--- src/hdl/edts_pkg.sv ---
// ----------------------------------------------------------------------------
// edts_pkg
// Shared widths, constants, types and elaboration-time functions for the
// exponential default time sampler.
// ----------------------------------------------------------------------------
package edts_pkg;

    localparam int UNIFORM_BITS_DEF = 32;

    localparam int SAMPLE_W   = 32;
    localparam int HAZARD_W   = 32;
    localparam int HORIZON_W  = 31;
    localparam int TIME_W     = 32;
    localparam int CFG_DATA_W = 32;

    // Log sum in Q58, mantissa in Q61 with room for the value 2.0.
    localparam int L_W        = 64;
    localparam int X_W        = 63;
    localparam int LOG_STAGES = 24;

    localparam int HAZARD_SHIFT = 18;
    localparam int D_W          = HAZARD_W + HAZARD_SHIFT;
    localparam int N_W          = L_W + 1;
    localparam int QUOT_BITS    = 31;
    localparam int CMP_W        = D_W + QUOT_BITS;

    localparam logic [L_W-1:0]    LN2_Q58  = 64'hB17217F7D1CF79AB >> 6;
    localparam logic [X_W-1:0]    TWO_X    = 63'h1 << 62;
    localparam logic [TIME_W-1:0] ONE_Q16  = 32'd65536;

    typedef enum logic [0:0] {
        REG_HAZARD  = 1'b0,
        REG_HORIZON = 1'b1
    } reg_index_t;

    // Valid bit and a per-item flag travelling along the pipeline.
    typedef struct packed {
        logic valid;
        logic flag;
    } stage_ctl_t;

    // ln(1 + 2^-i) in Q58, from the alternating series worked out in Q62.
    function automatic logic [L_W-1:0] ln_factor_q58(input int i);
        logic [L_W-1:0] acc;
        logic [L_W-1:0] term;
        int             k;
        acc = '0;
        for (k = 1; k <= 62; k++)
        begin
            if (i * k <= 62)
            begin
                term = (64'h1 << 62) >> (i * k);
                term = term / 64'(k);
                if ((k % 2) == 1)
                begin
                    acc = acc + term;
                end
                else
                begin
                    acc = acc - term;
                end
            end
        end
        return acc >> 4;
    endfunction

endpackage

--- src/hdl/edts_norm.sv ---
// ----------------------------------------------------------------------------
// edts_norm
// Three-stage normaliser: leading-zero shift of the draw, exponent term
// (k - 1) * ln2 and the mantissa in Q61.
// ----------------------------------------------------------------------------
module edts_norm
    import edts_pkg::*;
#(
    parameter int UNIFORM_BITS = UNIFORM_BITS_DEF
)
(
    input  logic                clk,
    input  logic                rst_n,
    input  logic                en,
    input  logic                in_valid,
    input  logic [SAMPLE_W-1:0] sample_word,
    output stage_ctl_t          ctl,
    output logic [X_W-1:0]      x,
    output logic [L_W-1:0]      base
);

    localparam int KM_W = $clog2(UNIFORM_BITS);
    localparam int OFFS = UNIFORM_BITS - SAMPLE_W;
    localparam logic [SAMPLE_W:0] MASK_W = (UNIFORM_BITS >= SAMPLE_W) ?
        {1'b0, {SAMPLE_W{1'b1}}} : ((33'd1 << UNIFORM_BITS) - 33'd1);

    stage_ctl_t           ctl1_reg, ctl2_reg, ctl3_reg;
    logic [SAMPLE_W-1:0]  w1_reg, w2_reg;
    logic [1:0]           s1_reg;
    logic [KM_W-1:0]      km2_reg;
    logic [X_W-1:0]       x3_reg;
    logic [L_W-1:0]       base3_reg;

    logic [SAMPLE_W-1:0]  code;
    logic [SAMPLE_W-1:0]  a1, a2;
    logic [1:0]           s1;
    logic [2:0]           s2;
    logic [7:0]           km_wide;
    logic [L_W-1:0]       base_next;

    // Coarse shift by 16 and 8.
    always_comb
    begin
        code = sample_word & MASK_W[SAMPLE_W-1:0];
        a1   = code;
        s1   = 2'b00;
        if (a1[31:16] == 16'd0)
        begin
            a1    = {a1[15:0], 16'd0};
            s1[1] = 1'b1;
        end
        if (a1[31:24] == 8'd0)
        begin
            a1    = {a1[23:0], 8'd0};
            s1[0] = 1'b1;
        end
    end

    // Fine shift by 4, 2 and 1.
    always_comb
    begin
        a2 = w1_reg;
        s2 = 3'b000;
        if (a2[31:28] == 4'd0)
        begin
            a2    = {a2[27:0], 4'd0};
            s2[2] = 1'b1;
        end
        if (a2[31:30] == 2'd0)
        begin
            a2    = {a2[29:0], 2'd0};
            s2[1] = 1'b1;
        end
        if (a2[31] == 1'b0)
        begin
            a2    = {a2[30:0], 1'b0};
            s2[0] = 1'b1;
        end
        km_wide = 8'(OFFS) + {3'b000, s1_reg, s2};
    end

    // (k - 1) * ln2 as a short shift-add over the bits of k - 1.
    always_comb
    begin
        base_next = '0;
        for (int b = 0; b < KM_W; b++)
        begin
            if (km2_reg[b])
            begin
                base_next = base_next + (LN2_Q58 << b);
            end
        end
    end

    always_ff @(posedge clk or negedge rst_n)
    begin
        if (!rst_n)
        begin
            ctl1_reg <= '0;
            ctl2_reg <= '0;
            ctl3_reg <= '0;
        end
        else if (en)
        begin
            ctl1_reg <= '{valid: in_valid, flag: (code == '0)};
            ctl2_reg <= ctl1_reg;
            ctl3_reg <= ctl2_reg;
        end
    end

    always_ff @(posedge clk)
    begin
        if (en)
        begin
            w1_reg    <= a1;
            s1_reg    <= s1;
            w2_reg    <= a2;
            km2_reg   <= km_wide[KM_W-1:0];
            x3_reg    <= {1'b0, w2_reg, 30'd0};
            base3_reg <= base_next;
        end
    end

    assign ctl  = ctl3_reg;
    assign x    = x3_reg;
    assign base = base3_reg;

endmodule

--- config.mk ---
export PLATFORM = sky130hd
export DESIGN_NAME = edts_norm
export DESIGN_NICKNAME = d
export VERILOG_FILES = /design/src/hdl/edts_pkg.sv /design/src/hdl/edts_norm.sv
export SDC_FILE = /design/constraint.sdc
export NUM_CORES = 1
export LEC_CHECK = 0
export ABC_AREA = 1
export BUFFER_PORTS_ARGS = -buffer_cell sky130_fd_sc_hd__buf_4
export CORE_MARGIN = 4
export CORE_UTILIZATION = 58
export DETAILED_ROUTE_END_ITERATION = 10
export PLACE_DENSITY = 0.81
export RECOVER_POWER = 25
export SLEW_MARGIN = 10
export SYNTH_ARGS = -nofsm -noshare
export SYNTH_HDL_FRONTEND = slang
export SYNTH_SLANG_ARGS = --single-unit
export TNS_END_PERCENT = 20
--- constraint.sdc ---
create_clock -name clk -period 3.9 [get_ports clk]
set_input_delay 0.39 -clock clk [delete_from_list [all_inputs] [get_ports clk]]
set_output_delay 0.39 -clock clk [all_outputs]
set_load 0.01 [all_outputs]
==> results.toml <==
[logic_synthesis]
synth_area_mm2 = 0.0111
synth_warnings = 0
syn_inst = 1326
synth-edff-count = 165
syn_area_per_cell_um2 = 8.36
synth_async_sr_flop_share_pct = 3.51
yosysUniqueCellTypes = 57
synth-seq-cells = 171
ys_seq_area_share_pct = 46.0
synth_flop_cell = "edfxtp_1"

[setup_path]
worstSetupEndpointType = "register"
crit_arrival_ps = 3710
worst_setup_path_start_kind = "register"
rr_worst_depth = 18
cp_max_fo = 9
r2r-end = "base[31]$_DFFE_PP_"
critical_path_class = "register to register"
r2r_start = "km2_reg[1]$_DFFE_PP_"
regToRegSetupSlack_ps = 390
required_ps = 4100

[layout]
final_common_cell = "nand2_1"
area_growth_pct = 15.2
fin_cells = 1698
final_cell_mix = "309 x nand2_1, 165 x edfxtp_1, 155 x inv_1, 151 x buf_4, 101 x nor2_1"
fin_util_pct = 68.1
largest_reg_flops = 62
insertedDiodeCount = 0
drive_gt1_share_pct = 20.7
fin_nets = 1498
final_area_mm2 = 0.0128

[route]
via_per_inst = 5.45
wl_per_cell_um = 17.1
drt_iter0_markers = 839
route.detailed.drc = 0
dr.pass1.iters = 9
via_count = 9250
postRouteAntennaNets = 0
wirelength_um = 29100

[timing]
worstMarginPinSlew_ps = 2080
min_period_over_period_pct = 89.9
finalHoldViolations = 0
fin_tns_setup_ps = 0
final-max-slew-violation-count = 83
finalSetupViolCount = 0
fin_skew_ps = 6.41
layout_min_cycle_time_ps = 3510
fmax_mhz = 285
rsz0062_at_grt = "false"
slew_headroom_pct = -38.7

[place]
place_area_mm2 = 0.0122
place_hpwl_um = 22100
gp_congestion = 0.937
port_buffers = 131
dp.cells = 1665

[global_routing]
overflow = 0
grt_pass1_wl_um = 46300
grt.total_usage_pct = 27.0
grt_pass1_vias = 8717
antenna_found_initial = 0
grt_max_degree = 84

[floorplan]
die_h_um = 146
initial_utilization_pct = 59.1
rows = 50
core_area_mm2 = 0.0188
dieArea_mm2 = 0.0214
die_w_um = 146
ioPinCount = 165

[status]
violations = "capacitance limit, slew limit"
outcome = "finished, violations left"

[clock_tree]
postCtsSetupBuffers = 0
htreeDepth = 4
cts_tree = "yes"
clkSinkCount = 171
cts_root_buf = "clkbuf_16"
cts.clk_slew.worst_paths_ps = 70
clockBufferDepth = 2
insertion_delay_ps = 440
cts_buffers = 17

[power]
p_leak_nw = 5.77
p_per_area_mw_per_mm2 = 440
ir_worst_vdd_mv = 0.324
power_mw = 5.62

[worst_hold_path]
whs_path_depth = 3
hold_end = "ctl1_reg[1]$_DFFE_PN0P_"
holdCritStartpoint = "in_valid"
hold_class = "primary input to register"

[flow_run]
max_cap_violations = 1
==> synthesized netlist by cell type, types with 11 or more instances <==
cell	n	area, um2
edfxtp_1	165	4950
nand2_1	309	1160
or2_2	18	113
nand3_1	86	430
inv_2	21	78.8
nand2_2	24	150
mux2i_1	24	240
nor3_1	22	110
clkbuf_1	24	90.1
ha_1	11	138
nor2_1	102	383
a21oi_1	34	170
nand4_1	23	144
o21ai_0	93	465
xor2_1	35	307
nor2_2	11	68.8
o21ai_1	11	55.1
buf_4	38	285
inv_1	155	582
==> power breakdown <==
| part | internal (mW) | switching [mW] |
|---|---|---|
| combinational | 0.540 | 0.984 |
| sequential | 2.29 | 0.0769 |
| clock | 0.916 | 0.808 |
==> cells by family after synthesis <==
| family | count (synthesis) | share of synthesized area (%) |
|---|---|---|
| simple gates | 633 | 26.4 |
| buf+inv | 260 | 10.8 |
| compound gates | 180 | 9.51 |
| flops | 171 | 46.0 |
| xor+xnor | 44 | 3.68 |
| mux | 26 | 2.37 |
| fa+ha+maj | 11 | 1.24 |
| other cells | 1 | 0.0338 |
==> layout make-up <==
cell class              count  area [um2]
fillers                  1549        5990
flip-flops and latches    171        5100
multi-input cells         927        4920
repair buffers            155        1170
inverters                 179         679
clock buffers              17         425
well taps                 234         293
clock inverters            15         174
==> per-stage QoR <==
| step | setup slack [ps] | hold slack (ps) |
|---|---|---|
| 3_3_place_gp | 414 | 201 |
| 5_1_grt | 109 | 162 |
| 6_report | 395 | 154 |
| 3_5_place_dp | 310 | 202 |
| 4_1_cts | 291 | 147 |
| 2_1_floorplan | 863 | 94.4 |
==> metal layers <==
layer | vias to the layer above | wire [um] | GRT usage (%)
li1 | 4583 | - | -
met1 | 4270 | 13100 | 37.8
met2 | 353 | 13600 | 43.7
met3 | 44 | 1840 | 4.78
met4 | 0 | 617 | 7.67
met5 | - | 0 | 0
==> critical path, cell delays in order, from the launching register on <==
cell and delay [ps]:
edfxtp_1 580, inv_1 250, ha_1 310, inv_2 110
buf_4 150, nand2_1 130, nor2_1 280, inv_1 150
nand4_1 190, nand2_1 100, nand4_1 80, nand2_1 110
nor2_1 140, nand2_1 100, o21bai_1 200, nand2_1 120
nand4_1 100, nand2_1 130, inv_1 40
==> timing repair <==
| item | CTS | global route |
|---|---|---|
| setup endpoints to repair | 0 | 0 |
| gates resized for setup | 0 | 0 |
| hold endpoints to repair | 6 | 0 |
| hold buffers | 1 | 0 |
==> how the worst max path moves through the flow <==
stage	end	slack, ps	startpoint
after global placement	w1_reg[18]$_DFFE_PP_	410	sample_word[17]
after detailed placement	w2_reg[20]$_DFFE_PP_	310	w1_reg[29]$_DFFE_PP_
after floorplan	base[54]$_DFFE_PP_	860	km2_reg[0]$_DFFE_PP_
final	base[31]$_DFFE_PP_	390	km2_reg[1]$_DFFE_PP_
after CTS	w2_reg[20]$_DFFE_PP_	290	w1_reg[29]$_DFFE_PP_
after global routing	base[31]$_DFFE_PP_	110	km2_reg[1]$_DFFE_PP_
Note: power is estimated with default switching activity, not from simulation.
